<file path="src/design/tpqrc_pkg.sv">
// Shared constants and the controller-to-datapath command type of the rate control unit.
package tpqrc_pkg;

  localparam int MISS_W  = 40;
  localparam int FRAME_W = 32;
  localparam int BYTES_W = 24;
  localparam int QUANT_W = 13;
  localparam int DELTA_W = 9;
  localparam int RF_W    = 12;
  localparam int SCALE_W = 21;  // reaction factor times gain times 100
  localparam int NUM_W   = 60;  // |miss| times scale stays below 2^60
  localparam int QUO_W   = 8;
  localparam int DIV_STEPS = 8;
  localparam int STEP_W  = 3;

  // Configuration register indexes
  localparam logic REG_CODEC_MODE = 1'b0;
  localparam logic REG_REACTION   = 1'b1;

  localparam logic MODE_MPEG4 = 1'b0;
  localparam logic MODE_H264  = 1'b1;

  localparam logic [RF_W-1:0] RF_RESET = 12'd256;

  // Gain times 100, the hundredths scale folded in
  localparam logic [8:0] GAIN100_MPEG4 = 9'd400;
  localparam logic [8:0] GAIN100_H264  = 9'd200;

  localparam logic [QUO_W-1:0]   DELTA_LIMIT  = 8'd250;
  localparam logic [QUANT_W-1:0] MPEG4_Q_LOW  = 13'd50;
  localparam logic [QUANT_W-1:0] MPEG4_Q_HIGH = 13'd3149;
  localparam logic [QUANT_W-1:0] H264_Q_LOW   = 13'd40;
  localparam logic [QUANT_W-1:0] H264_Q_HIGH  = 13'd5149;

  typedef struct packed {
    logic load;
    logic absval;
    logic mul_lo;
    logic mul_hi;
    logic div_init;
    logic div_step;
    logic finish;
  } tpqrc_cmd_t;

endpackage

</file>
<file path="src/design/tpqrc_ctrl.sv">
// Sequencer that steps one frame through the datapath and owns the handshakes.
module tpqrc_ctrl import tpqrc_pkg::*; (
  input  logic       clk,
  input  logic       rst_n,
  input  logic       in_valid,
  output logic       in_ready,
  output logic       out_valid,
  input  logic       out_ready,
  output tpqrc_cmd_t cmd
);

  localparam logic [2:0] ST_IDLE     = 3'd0;
  localparam logic [2:0] ST_ABS      = 3'd1;
  localparam logic [2:0] ST_MUL_LO   = 3'd2;
  localparam logic [2:0] ST_MUL_HI   = 3'd3;
  localparam logic [2:0] ST_DIV_INIT = 3'd4;
  localparam logic [2:0] ST_DIV      = 3'd5;
  localparam logic [2:0] ST_FINISH   = 3'd6;

  localparam logic [STEP_W-1:0] LAST_STEP = STEP_W'(DIV_STEPS - 1);

  logic [2:0]        state_r, state_nxt;
  logic [STEP_W-1:0] step_r, step_nxt;
  logic              out_valid_r, out_valid_nxt;
  logic              fire_finish;

  assign in_ready    = (state_r == ST_IDLE);
  assign out_valid   = out_valid_r;
  // A result may leave the datapath only once the output register is free
  assign fire_finish = (state_r == ST_FINISH) && (!out_valid_r || out_ready);

  always_comb begin
    state_nxt = state_r;
    step_nxt  = step_r;
    cmd       = '0;
    case (state_r)
      ST_IDLE: begin
        if (in_valid) begin
          cmd.load  = 1'b1;
          state_nxt = ST_ABS;
        end
      end
      ST_ABS: begin
        cmd.absval = 1'b1;
        state_nxt  = ST_MUL_LO;
      end
      ST_MUL_LO: begin
        cmd.mul_lo = 1'b1;
        state_nxt  = ST_MUL_HI;
      end
      ST_MUL_HI: begin
        cmd.mul_hi = 1'b1;
        state_nxt  = ST_DIV_INIT;
      end
      ST_DIV_INIT: begin
        cmd.div_init = 1'b1;
        step_nxt     = '0;
        state_nxt    = ST_DIV;
      end
      ST_DIV: begin
        cmd.div_step = 1'b1;
        step_nxt     = step_r + 1'b1;
        if (step_r == LAST_STEP) begin
          state_nxt = ST_FINISH;
        end
      end
      ST_FINISH: begin
        if (fire_finish) begin
          cmd.finish = 1'b1;
          state_nxt  = ST_IDLE;
        end
      end
      default: begin
        state_nxt = ST_IDLE;
      end
    endcase
  end

  always_comb begin
    out_valid_nxt = out_valid_r;
    if (fire_finish) begin
      out_valid_nxt = 1'b1;
    end else if (out_ready) begin
      out_valid_nxt = 1'b0;
    end
  end

  always_ff @(posedge clk) begin
    if (!rst_n) begin
      state_r     <= ST_IDLE;
      step_r      <= '0;
      out_valid_r <= 1'b0;
    end else begin
      state_r     <= state_nxt;
      step_r      <= step_nxt;
      out_valid_r <= out_valid_nxt;
    end
  end

endmodule

</file>
<file path="src/design/tpqrc_dp.sv">
// Datapath: running miss, scaled product, restoring divider and quantizer clamp.
module tpqrc_dp import tpqrc_pkg::*; (
  input  logic                      clk,
  input  logic                      rst_n,
  input  tpqrc_cmd_t                cmd,
  input  logic                      codec_mode,
  input  logic [RF_W-1:0]           reaction_factor,
  input  logic [BYTES_W-1:0]        in_actual_bytes,
  input  logic [BYTES_W-1:0]        in_desired_bytes,
  input  logic [QUANT_W-1:0]        in_planned_quant,
  output logic [QUANT_W-1:0]        out_new_quant,
  output logic signed [DELTA_W-1:0] out_applied_delta,
  output logic signed [MISS_W-1:0]  out_running_miss,
  output logic [FRAME_W-1:0]        out_frame_index
);

  localparam int SUM_W = MISS_W + 2;
  localparam int DVS_W = BYTES_W + 15;  // coded bytes times 256, shifted up seven steps

  localparam logic signed [SUM_W-1:0] MISS_MAX = {3'b000, {(MISS_W-1){1'b1}}};
  localparam logic signed [SUM_W-1:0] MISS_MIN = {3'b111, {(MISS_W-1){1'b0}}};

  logic signed [MISS_W-1:0] miss_r, miss_nxt;
  logic [FRAME_W-1:0]       frame_r;
  logic [BYTES_W-1:0]       coded_r;
  logic [QUANT_W-1:0]       planned_r;
  logic [SCALE_W-1:0]       scale_r;
  logic [MISS_W-1:0]        mag_r;
  logic                     neg_r, zero_r, sat_r;
  logic [NUM_W-1:0]         num_r;
  logic [DVS_W-1:0]         dvs_r;
  logic [QUO_W-1:0]         quo_r;

  logic signed [BYTES_W:0]  diff;
  logic signed [SUM_W-1:0]  miss_sum;
  logic [8:0]               gain100;
  logic [NUM_W:0]           trial;
  logic [QUO_W-1:0]         qmag;
  logic signed [DELTA_W-1:0] dq;
  logic signed [QUANT_W+1:0] qsum;
  logic [QUANT_W-1:0]       q_lo, q_hi, q_final;

  assign diff     = $signed({1'b0, in_actual_bytes}) - $signed({1'b0, in_desired_bytes});
  assign miss_sum = SUM_W'(miss_r) + SUM_W'(diff);
  assign gain100  = (codec_mode == MODE_H264) ? GAIN100_H264 : GAIN100_MPEG4;

  always_comb begin
    if (miss_sum > MISS_MAX) begin
      miss_nxt = MISS_MAX[MISS_W-1:0];
    end else if (miss_sum < MISS_MIN) begin
      miss_nxt = MISS_MIN[MISS_W-1:0];
    end else begin
      miss_nxt = miss_sum[MISS_W-1:0];
    end
  end

  assign trial = {1'b0, num_r} - (NUM_W+1)'(dvs_r);

  // Zero miss gives no correction; zero coded bytes with a nonzero miss lands in the saturated case
  always_comb begin
    if (zero_r) begin
      qmag = '0;
    end else if (sat_r || (quo_r > DELTA_LIMIT)) begin
      qmag = DELTA_LIMIT;
    end else begin
      qmag = quo_r;
    end
  end

  assign dq   = neg_r ? -$signed({1'b0, qmag}) : $signed({1'b0, qmag});
  assign qsum = $signed({2'b00, planned_r}) + (QUANT_W+2)'(dq);
  assign q_lo = (codec_mode == MODE_H264) ? H264_Q_LOW : MPEG4_Q_LOW;
  assign q_hi = (codec_mode == MODE_H264) ? H264_Q_HIGH : MPEG4_Q_HIGH;

  always_comb begin
    if (qsum > $signed({2'b00, q_hi})) begin
      q_final = q_hi;
    end else if (qsum < $signed({2'b00, q_lo})) begin
      q_final = q_lo;
    end else begin
      q_final = qsum[QUANT_W-1:0];
    end
  end

  always_ff @(posedge clk) begin
    if (!rst_n) begin
      miss_r  <= '0;
      frame_r <= '0;
    end else begin
      if (cmd.load) begin
        miss_r <= miss_nxt;
      end
      if (cmd.finish) begin
        frame_r <= frame_r + 1'b1;
      end
    end
  end

  always_ff @(posedge clk) begin
    if (cmd.load) begin
      coded_r   <= in_actual_bytes;
      planned_r <= in_planned_quant;
      scale_r   <= SCALE_W'(reaction_factor * gain100);
    end
    if (cmd.absval) begin
      neg_r  <= miss_r[MISS_W-1];
      zero_r <= (miss_r == '0);
      mag_r  <= miss_r[MISS_W-1] ? MISS_W'(-miss_r) : MISS_W'(miss_r);
    end
    if (cmd.mul_lo) begin
      num_r <= NUM_W'(mag_r[31:0] * scale_r);
    end
    if (cmd.mul_hi) begin
      num_r <= num_r + (NUM_W'(mag_r[MISS_W-1:32] * scale_r) << 32);
    end
    if (cmd.div_init) begin
      sat_r <= (num_r >= NUM_W'({coded_r, 16'b0}));
      dvs_r <= {coded_r, 15'b0};
      quo_r <= '0;
    end
    if (cmd.div_step) begin
      if (!trial[NUM_W]) begin
        num_r <= trial[NUM_W-1:0];
        quo_r <= {quo_r[QUO_W-2:0], 1'b1};
      end else begin
        quo_r <= {quo_r[QUO_W-2:0], 1'b0};
      end
      dvs_r <= dvs_r >> 1;
    end
    if (cmd.finish) begin
      out_new_quant     <= q_final;
      out_applied_delta <= dq;
      out_running_miss  <= miss_r;
      out_frame_index   <= frame_r;
    end
  end

endmodule

</file>
<file path="src/design/two_pass_quantizer_rate_control_unit.sv">
// Top level of the two-pass quantizer rate control unit: registers, sequencer and datapath.
//
//   channel  | signals                                    | transfer
//   ---------+--------------------------------------------+-----------------------
//   in       | actual_bytes, desired_bytes, planned_quant | in_valid & in_ready
//   out      | new_quant, applied_delta, running_miss,    | out_valid & out_ready
//            | frame_index                                |
//   cfg      | cfg_index, cfg_wdata                       | cfg_we
//
// The output register loads at the end of this sequence: the running miss updates at the
// accepting edge, then the magnitude, the product in a low and a high part split at bit
// 32, a divider setup, eight restoring divider steps and a finishing step. Input is
// ready again after the finishing step; a new item is taken only once the last is done.
// Reset clears the running miss, the frame count and the configuration registers to their defaults.
// A result held by a stalled output stalls the next item only at its finishing step.
module two_pass_quantizer_rate_control_unit import tpqrc_pkg::*; (
  input  logic                      clk,
  input  logic                      rst_n,
  input  logic                      cfg_we,
  input  logic                      cfg_index,
  input  logic [RF_W-1:0]           cfg_wdata,
  input  logic                      in_valid,
  output logic                      in_ready,
  input  logic [BYTES_W-1:0]        in_actual_bytes,
  input  logic [BYTES_W-1:0]        in_desired_bytes,
  input  logic [QUANT_W-1:0]        in_planned_quant,
  output logic                      out_valid,
  input  logic                      out_ready,
  output logic [QUANT_W-1:0]        out_new_quant,
  output logic signed [DELTA_W-1:0] out_applied_delta,
  output logic signed [MISS_W-1:0]  out_running_miss,
  output logic [FRAME_W-1:0]        out_frame_index
);

  logic            codec_mode_r;
  logic [RF_W-1:0] reaction_r;
  tpqrc_cmd_t      cmd;

  always_ff @(posedge clk) begin
    if (!rst_n) begin
      codec_mode_r <= MODE_MPEG4;
      reaction_r   <= RF_RESET;
    end else if (cfg_we) begin
      case (cfg_index)
        REG_CODEC_MODE: codec_mode_r <= cfg_wdata[0];
        REG_REACTION:   reaction_r   <= cfg_wdata;
        default: begin
        end
      endcase
    end
  end

  tpqrc_ctrl u_ctrl (
    .clk       (clk),
    .rst_n     (rst_n),
    .in_valid  (in_valid),
    .in_ready  (in_ready),
    .out_valid (out_valid),
    .out_ready (out_ready),
    .cmd       (cmd)
  );

  tpqrc_dp u_dp (
    .clk               (clk),
    .rst_n             (rst_n),
    .cmd               (cmd),
    .codec_mode        (codec_mode_r),
    .reaction_factor   (reaction_r),
    .in_actual_bytes   (in_actual_bytes),
    .in_desired_bytes  (in_desired_bytes),
    .in_planned_quant  (in_planned_quant),
    .out_new_quant     (out_new_quant),
    .out_applied_delta (out_applied_delta),
    .out_running_miss  (out_running_miss),
    .out_frame_index   (out_frame_index)
  );

endmodule
</file>
<file path="config.mk">
export PLATFORM = sky130hd
export DESIGN_NAME = two_pass_quantizer_rate_control_unit
export DESIGN_NICKNAME = d
export VERILOG_FILES = /design/src/design/tpqrc_pkg.sv /design/src/design/tpqrc_ctrl.sv /design/src/design/tpqrc_dp.sv /design/src/design/two_pass_quantizer_rate_control_unit.sv
export SDC_FILE = /design/constraint.sdc
export NUM_CORES = 2
export LEC_CHECK = 0
export ABC_AREA = 0
export ABC_CLOCK_PERIOD_IN_PS = 9350
export BUFFER_PORTS_ARGS = -buffer_cell sky130_fd_sc_hd__buf_2
export CAP_MARGIN = 25
export CORE_ASPECT_RATIO = 1.4
export CORE_MARGIN = 1.5
export CORE_UTILIZATION = 65
export DETAILED_ROUTE_END_ITERATION = 16
export PLACE_DENSITY_LB_ADDON = 0.3
export SLEW_MARGIN = 15
export SYNTH_ARGS = -nofsm -noshare
export SYNTH_HDL_FRONTEND = slang
export SYNTH_HIERARCHICAL = 1
export SYNTH_SLANG_ARGS = --single-unit
</file>
<file path="constraint.sdc">
create_clock -name clk -period 9.35 [get_ports clk]
set_clock_uncertainty 0.05 [all_clocks]
set_input_delay 0.4675 -clock clk [delete_from_list [all_inputs] [get_ports clk]]
set_output_delay 0.4675 -clock clk [all_outputs]
set_load 0.005 [all_outputs]
</file>
# [Yosys cells after proc, flatten, opt, wreduce, memory -nomap -nowiden]
# Cells that the tools add are included.
[classes] n_div=0 multipliers=3 reduce_logical=12 mux=36 add_sub_neg=9 shift=0 n_eq_ne=10 n_bitwise=1 magnitude_cmp=6
[op_table] op="$mux 60" n=4
[op_table] op="$mux 40" n=2
[op_table] op="$mux 38" n=2
[op_table] op="$sub 60x39->61" n=1
[op_table] op="$add 60x60->60" n=1
[op_table] op="$ge 60x40->1" n=1
[op_table] op="$mul 32x21->53" n=1
[op_table] op="$gt 42x40->1 const B" n=1
[op_table] op="$lt 42x40->1 const B" n=1
[op_table] op="$add 40x25->41" n=1
[op_table] op="$logic_not 40->1" n=1
[op_table] op="$neg 40->40" n=1
[op_table] op="$mux 13" n=3
[op_table] op="$mux 39" n=1
[op_table] op="$add 32x1->32 const B" n=1
[op_table] op="$mux 8" n=4
[op_table] op="$mul 8x21->28" n=1
[op_table] op="$sub 24x24->25" n=1
[op_table] op="$mul 12x9->21" n=1
[op_table] op="$pmux 3 s7" n=1
[op_table] op="$mux 9" n=2
[op_table] op="$add 14x9->15" n=1
[op_table] op="$gt 15x14->1" n=1
[op_table] op="$lt 15x14->1" n=1
[op_table] op="20 further kinds" n=42
[totals] romBits=0 out_inout_bits=96 word_cells=100 regBits=394 memories=0 mem_bits_rw=0 in_bits=79 latchBits=0

# [Depth between registers and ports, before layout]
[logic_depth] word_depth=10 depth_mapped=31 ltp_nobuf=30

# [Modules after synthesis]
# The synthesis kept the hierarchy.
[by_module_without_submodules] mod="tpqrc_dp" area_per_inst_um2=47524.3 instances=1 cells_per_inst=5199 seq_area_each_um2=9809.4
[by_module_without_submodules] mod="two_pass_quantizer_rate_control_unit" area_per_inst_um2=520.5 instances=1 cells_per_inst=58 seq_area_each_um2=260.2
[by_module_without_submodules] mod="tpqrc_ctrl" area_per_inst_um2=400.4 instances=1 cells_per_inst=48 seq_area_each_um2=140.1

# [Worst setup path after synthesis]
# Ideal clock, no wire load.
[synth_path] kind="register to register" start="register u_dp.mag_r[17]" end="register u_dp.num_r[50]" t_arrival_ps=6798 setup_time_ps=86 period_less_slack_ps=6934 slack_ps=2416 path_stages_with_launch=25 path_cell_list="edfxtp_1 -> clkbuf_1 -> clkbuf_1 -> nand2_1 -> fa_1 -> inv_1 -> fa_1 -> fa_1 -> fa_1 -> fa_1 -> fa_1 -> ha_1 -> ha_1 -> clkbuf_2 -> nand4_1 -> or3b_1 -> nor4_1 -> a221oi_1 -> a22oi_2 -> a41oi_2 -> o31a_1 -> nand2b_1 -> a21oi_1 -> xor2_1 -> a211oi_1"
[synth_between] elab_chain_len=5
[synth_rtl] item="start: declaration" line="tpqrc_dp.sv:28" text="logic [MISS_W-1:0] mag_r;"
[synth_rtl] item="start signal: assignment" line="tpqrc_dp.sv:108" text="mag_r <= miss_r[MISS_W-1] ? MISS_W'(-miss_r) : MISS_W'(miss_r);"
[synth_rtl] item="$mul 32x21->53 *" line="tpqrc_dp.sv:111" text="num_r <= NUM_W'(mag_r[31:0] * scale_r);"
[synth_rtl] item="$mux 60 *" line="tpqrc_dp.sv:110" text="if (cmd.mul_lo) begin"
[synth_rtl] item="$mux 60 *" line="tpqrc_dp.sv:113" text="if (cmd.mul_hi) begin"
[synth_rtl] item="$mux 60" line="tpqrc_dp.sv:122" text="if (!trial[NUM_W]) begin"
[synth_rtl] item="$mux 60 *" line="tpqrc_dp.sv:121" text="if (cmd.div_step) begin"
[synth_rtl] item="end signal: assignment" line="tpqrc_dp.sv:111"
[synth_rtl] item="end signal: assignment" line="tpqrc_dp.sv:114" text="num_r <= num_r + (NUM_W'(mag_r[MISS_W-1:32] * scale_r) << 32);"
[synth_rtl] item="end signal: assignment" line="tpqrc_dp.sv:123" text="num_r <= trial[NUM_W-1:0];"
[synth_rtl] item="end: declaration" line="tpqrc_dp.sv:30" text="logic [NUM_W-1:0] num_r;"
# Mark *: on every way between the ends. The rest lies on a longest branch, timed or not.
# A chain may end at the register's enable or synchronous reset.

# [Worst setup path in the final report]
[layout_path] start="register u_dp.scale_r[7]" end="register u_dp.num_r[38]"
[layout_between] elab_chain_len=5
[layout_rtl] item="start: declaration" line="tpqrc_dp.sv:27" text="logic [SCALE_W-1:0] scale_r;"
[layout_rtl] item="start signal: assignment" line="tpqrc_dp.sv:103" text="scale_r <= SCALE_W'(reaction_factor * gain100);"
[layout_rtl] item="$mul 32x21->53 *" line="tpqrc_dp.sv:111"
[layout_rtl] item="$mux 60 *" line="tpqrc_dp.sv:110"
[layout_rtl] item="$mux 60 *" line="tpqrc_dp.sv:113"
[layout_rtl] item="$mux 60" line="tpqrc_dp.sv:122"
[layout_rtl] item="$mux 60 *" line="tpqrc_dp.sv:121"
# Marks and branches as above.

==> impl_metrics.prom <==
# TYPE chip_impl_metric gauge
chip_impl_info{name="worst_hold_path_type",value="primary input to register"} 1
chip_impl_metric{name="detail_route.wirelength",unit="µm"} 129100
chip_impl_metric{name="ys_ff_latch",unit=""} 391
chip_impl_metric{name="cts_setup_buffers",unit=""} 0
chip_impl_metric{name="vias_per_cell",unit=""} 6.000
chip_impl_metric{name="cp_max_fo",unit=""} 22
chip_impl_metric{name="grt_util_all_layers",unit="%"} 34.85
chip_impl_metric{name="area_after_detailed_placement",unit="µm²"} 50080
chip_impl_info{name="crit_chain",value="buf_4 -> nand2_1 -> fa_1 -> fa_1 -> fa_1 -> inv_1 -> fa_1 -> fa_1 -> fa_1 -> ha_1 -> ha_1 -> a21oi_1 -> nand2_1 -> a221oi_1 -> o21ba_2 -> o21ai_0 -> a31oi_1 -> o21ai_0 -> a311oi_1 -> a41oi_1 -> o2111ai_1 -> o21ai_1"} 1
chip_impl_metric{name="mappedNetlistArea",unit="µm²"} 48450
chip_impl_metric{name="via_count_of_the_first_global_routing_pass",unit=""} 39862
chip_impl_metric{name="io-pin-count",unit=""} 175
chip_impl_metric{name="reg2reg_setup_slack",unit="ns"} 1.14
chip_impl_metric{name="critPathArrivalTime",unit="ns"} 8.58
chip_impl_metric{name="whs_path_depth",unit=""} 1
chip_impl_metric{name="cts_repair_resize_count",unit=""} 0
chip_impl_metric{name="fin_area",unit="µm²"} 51660
chip_impl_info{name="hold_start",value="in_actual_bytes[22]"} 1
chip_impl_metric{name="synth_largest_type_area_fraction",unit="%"} 25.17
chip_impl_metric{name="grt.overflow.total",unit=""} 0
chip_impl_metric{name="setup_ws",unit="ns"} 1.137
chip_impl_info{name="clockRootBuffer",value="sky130_fd_sc_hd__clkbuf_16"} 1
chip_impl_info{name="endpoint_of_the_worst_slack_reg_to_reg_timing_path",value="u_dp/num_r[38]"} 1
chip_impl_info{name="synth_area_leader_cell",value="sky130_fd_sc_hd__fa_1"} 1
chip_impl_metric{name="max_slew_margin",unit="%"} 20.60
chip_impl_metric{name="number_of_distinct_library_cell_variants_in_the_gate_level_netlist_after_synthesis",unit=""} 94
chip_impl_info{name="min_to",value="u_dp/coded_r[22]"} 1
chip_impl_info{name="setup.worst_path.start_class",value="register"} 1
chip_impl_metric{name="antenna_violations_before_repair",unit=""} 2
chip_impl_metric{name="synth-async-reset-ratio",unit="%"} 0
chip_impl_metric{name="dp_hpwl",unit="µm"} 99970
chip_impl_metric{name="drt_pre_antenna_iters",unit=""} 7
chip_impl_metric{name="route.antenna.remaining_nets",unit=""} 0
chip_impl_info{name="cp-end-kind",value="register"} 1
chip_impl_info{name="run_status",value="completed"} 1
chip_impl_metric{name="detailedRoute.firstIterationViolations",unit=""} 2864
chip_impl_metric{name="avg_inst_size_synth",unit="µm²"} 9.132
chip_impl_metric{name="h-tree-depth",unit=""} 2
chip_impl_metric{name="synth.yosys.warnings",unit=""} 6
chip_impl_metric{name="tritoncts_num_sinks",unit=""} 391
chip_impl_metric{name="period_share",unit="%"} 87.84
chip_impl_metric{name="synth-edff-count",unit=""} 238
chip_impl_metric{name="timing.hold.ws",unit="ns"} 0.02936
chip_impl_metric{name="r2r.worst_path.cells",unit=""} 22
chip_impl_metric{name="synth_cells",unit=""} 5305
chip_impl_metric{name="drt_drc_violations_left",unit=""} 0
chip_impl_metric{name="fin_tns_setup",unit="ns"} 0
chip_impl_metric{name="initial_cell_density_of_the_core",unit="%"} 65.63
chip_impl_metric{name="grt_start_max_net_pins",unit=""} 104
chip_impl_metric{name="post_route_minimum_period",unit="ns"} 8.213
chip_impl_metric{name="placeableCoreArea",unit="µm²"} 73820
chip_impl_info{name="netlist_top_cells_area",value="sky130_fd_sc_hd__fa_1 25%, sky130_fd_sc_hd__edfxtp_1 15%, sky130_fd_sc_hd__ha_1 12%"} 1
chip_impl_metric{name="io_buffer_count",unit=""} 174
chip_impl_metric{name="clock.fmax",unit="MHz"} 121.8
chip_impl_metric{name="die_ht",unit="µm"} 326.0
chip_impl_metric{name="synth.yosys.seq_area_share",unit="%"} 21.07
chip_impl_metric{name="pre_cts_slack",unit="ns"} 1.273
chip_impl_metric{name="num-nets-final",unit=""} 6512
chip_impl_metric{name="wire_per_inst",unit="µm"} 20.31
chip_impl_info{name="worst-setup-path-type",value="register to register"} 1
chip_impl_metric{name="final-max-slew-violation-count",unit=""} 0
chip_impl_info{name="crit_top_cell",value="sky130_fd_sc_hd__fa_1"} 1
chip_impl_metric{name="cp_data_required_time",unit="ns"} 9.72
chip_impl_metric{name="routability_cong",unit=""} 0.9453
chip_impl_metric{name="worst_pin_slew",unit="ns"} 1.191
chip_impl_metric{name="detailroute.via_count",unit=""} 38163
chip_impl_metric{name="hold_vio_cnt_final",unit=""} 0
chip_impl_info{name="postSynth.topFlopCell",value="sky130_fd_sc_hd__edfxtp_1"} 1
chip_impl_metric{name="die_area",unit="µm²"} 76200
chip_impl_info{name="grt_setup_unrepaired",value="false"} 1
chip_impl_metric{name="num_rows",unit=""} 118
chip_impl_metric{name="global_route_wire_length_before_repair",unit="µm"} 208000
chip_impl_info{name="cts_tree",value="built"} 1
chip_impl_metric{name="worst_path_largest_cell_delay",unit="ns"} 0.96
chip_impl_metric{name="clk_latency",unit="ns"} 0.62
chip_impl_metric{name="max_cap_viol_count",unit=""} 0
chip_impl_info{name="critPathSlowestCell",value="sky130_fd_sc_hd__edfxtp_1"} 1
chip_impl_metric{name="ctsLongestPathBuffers",unit=""} 3
chip_impl_metric{name="die-width",unit="µm"} 233.7
chip_impl_metric{name="numCtsBuffers",unit=""} 40
chip_impl_metric{name="drive_above_1_share",unit="%"} 6.705
chip_impl_metric{name="finalSetupViolCount",unit=""} 0
chip_impl_metric{name="area.growth.synth_to_final",unit="%"} 6.643
chip_impl_info{name="r2r_path_start",value="u_dp/scale_r[7]"} 1
chip_impl_metric{name="worst_setup_hold_path_clk_slew",unit="ns"} 0.07
[layer usage]
| metal | GRT usage, % | up-vias | part of all wire [%] |
|---|---|---|---|
| li1 | - | 17473 | - |
| met1 | 41.53 | 18651 | 37 |
| met2 | 60.55 | 1559 | 50 |
| met3 | 4.832 | 478 | 6.4 |
| met4 | 18.69 | 2 | 6.2 |
| met5 | 0 | - | 0.013 |
[synthesized netlist by cell type, types with 12 or more instances]
cell,n
sky130_fd_sc_hd__a21oi_1,248
sky130_fd_sc_hd__edfxtp_1,238
sky130_fd_sc_hd__and2_1,388
sky130_fd_sc_hd__a21boi_0,13
sky130_fd_sc_hd__o21ai_1,15
sky130_fd_sc_hd__nor3_1,53
sky130_fd_sc_hd__o21bai_1,33
sky130_fd_sc_hd__and3_1,29
sky130_fd_sc_hd__dfxtp_1,153
sky130_fd_sc_hd__or2_2,16
sky130_fd_sc_hd__a31oi_1,57
sky130_fd_sc_hd__a211oi_1,38
sky130_fd_sc_hd__o211ai_1,19
sky130_fd_sc_hd__o21ai_0,234
sky130_fd_sc_hd__nor2_1,188
sky130_fd_sc_hd__inv_1,793
sky130_fd_sc_hd__fa_1,609
sky130_fd_sc_hd__nor2b_1,47
sky130_fd_sc_hd__nor4_1,22
sky130_fd_sc_hd__o21a_1,33
sky130_fd_sc_hd__o31ai_1,18
sky130_fd_sc_hd__clkbuf_1,200
sky130_fd_sc_hd__or3_1,34
sky130_fd_sc_hd__buf_2,19
sky130_fd_sc_hd__ha_1,457
sky130_fd_sc_hd__xor2_1,82
sky130_fd_sc_hd__nand3_1,55
sky130_fd_sc_hd__nand4_1,41
sky130_fd_sc_hd__nand2b_1,33
sky130_fd_sc_hd__xnor2_1,194
sky130_fd_sc_hd__mux2i_1,12
sky130_fd_sc_hd__nand2_1,631
sky130_fd_sc_hd__a21o_1,105
[how the worst max path moves through the flow]
stage / start / end / slack (ns) / cells after the start
after global placement: u_dp/scale_r[18] / u_dp/num_r[50] / 1.50 / 21
final: u_dp/scale_r[7] / u_dp/num_r[38] / 1.14 / 22
after global routing: u_dp/scale_r[7] / u_dp/num_r[50] / 0.80 / 22
after detailed placement: u_dp/scale_r[10] / u_dp/num_r[50] / 1.27 / 23
after CTS: u_dp/scale_r[7] / u_dp/num_r[50] / 1.28 / 22
after floorplan: u_dp/mag_r[17] / u_dp/num_r[50] / 2.42 / 24
[sequential cells by signal, summed over array words and instances, names as in the netlist, 13 cells and up]
register               cells
u_dp/dvs_r                39
u_dp/num_r                60
u_dp/miss_r               40
u_dp/planned_r            13
u_dp/coded_r              24
u_dp/out_running_miss     40
u_dp/out_new_quant        13
u_dp/mag_r                40
u_dp/out_frame_index      32
u_dp/frame_r              32
u_dp/scale_r              18
[worst max-delay path, delay by kind of cell, from the launching register on]
family / cells / cell delay (ns)
buffers and inverters: 2 / 0.51
adders and majority gates: 8 / 3.80
DFF: 1 / 0.96
AOI/OAI and AO/OA: 10 / 2.39
and+or+nand+nor: 2 / 0.25
[placed cells by master, fill, tap and decap left out, types with 47 or more instances in the layout]
| cell | netlist | layout |
|---|---|---|
| sky130_fd_sc_hd__xor2_1 | 82 | 82 |
| sky130_fd_sc_hd__ha_1 | 457 | 457 |
| sky130_fd_sc_hd__a21o_1 | 105 | 105 |
| sky130_fd_sc_hd__buf_4 | 4 | 58 |
| sky130_fd_sc_hd__a31oi_1 | 57 | 57 |
| sky130_fd_sc_hd__fa_1 | 609 | 609 |
| sky130_fd_sc_hd__o21ai_0 | 234 | 234 |
| sky130_fd_sc_hd__nand2_1 | 631 | 630 |
| sky130_fd_sc_hd__a21oi_1 | 248 | 248 |
| sky130_fd_sc_hd__xnor2_1 | 194 | 193 |
| sky130_fd_sc_hd__nor2b_1 | 47 | 47 |
| sky130_fd_sc_hd__edfxtp_1 | 238 | 238 |
| sky130_fd_sc_hd__inv_1 | 793 | 793 |
| sky130_fd_sc_hd__dfxtp_1 | 153 | 153 |
| sky130_fd_sc_hd__nand3_1 | 55 | 55 |
| sky130_fd_sc_hd__and2_1 | 388 | 387 |
| sky130_fd_sc_hd__nor2_1 | 188 | 187 |
| sky130_fd_sc_hd__nor3_1 | 53 | 51 |
| sky130_fd_sc_hd__buf_2 | 19 | 175 |
[layout make-up]
class | count | area, µm²
multi-input cells | 3889 | 34360
fillers | 5689 | 22160
flip-flops and latches | 391 | 10210
inverters | 795 | 2984
repair buffers | 250 | 1531
well taps | 960 | 1201
clock buffers | 53 | 1131
clock inverters | 21 | 246.5
diodes | 1 | 2.502
[per-stage QoR]
stage	std cells	utilization [%]
after global routing	6359	69.98
after floorplan	5314	-
after global placement	6268	67.84
final	6360	69.98
after CTS	6355	69.88
after detailed placement	6268	67.84
[kinds of logic after synthesis]
logic type / Yosys count / share of synthesized area [%]
AOI/OAI and AO/OA: 936 / 12.29
and+or+nand+nor: 1575 / 15.98
DFF: 391 / 21.07
other: 2 / 0.01550
xor gates and xnor gates: 276 / 4.990
adders and majority gates: 1076 / 37.18
buffers and inverters: 1034 / 8.161
muxes: 15 / 0.3177
[repair_timing]
action                                  CTS  global route
hold buffers                             13             0
endpoints found under the setup margin    0             0
endpoints found under the hold margin    13             0
Power is not shown: default switching activity piles up to over one toggle a cycle in this logic, so the estimate is an artifact.
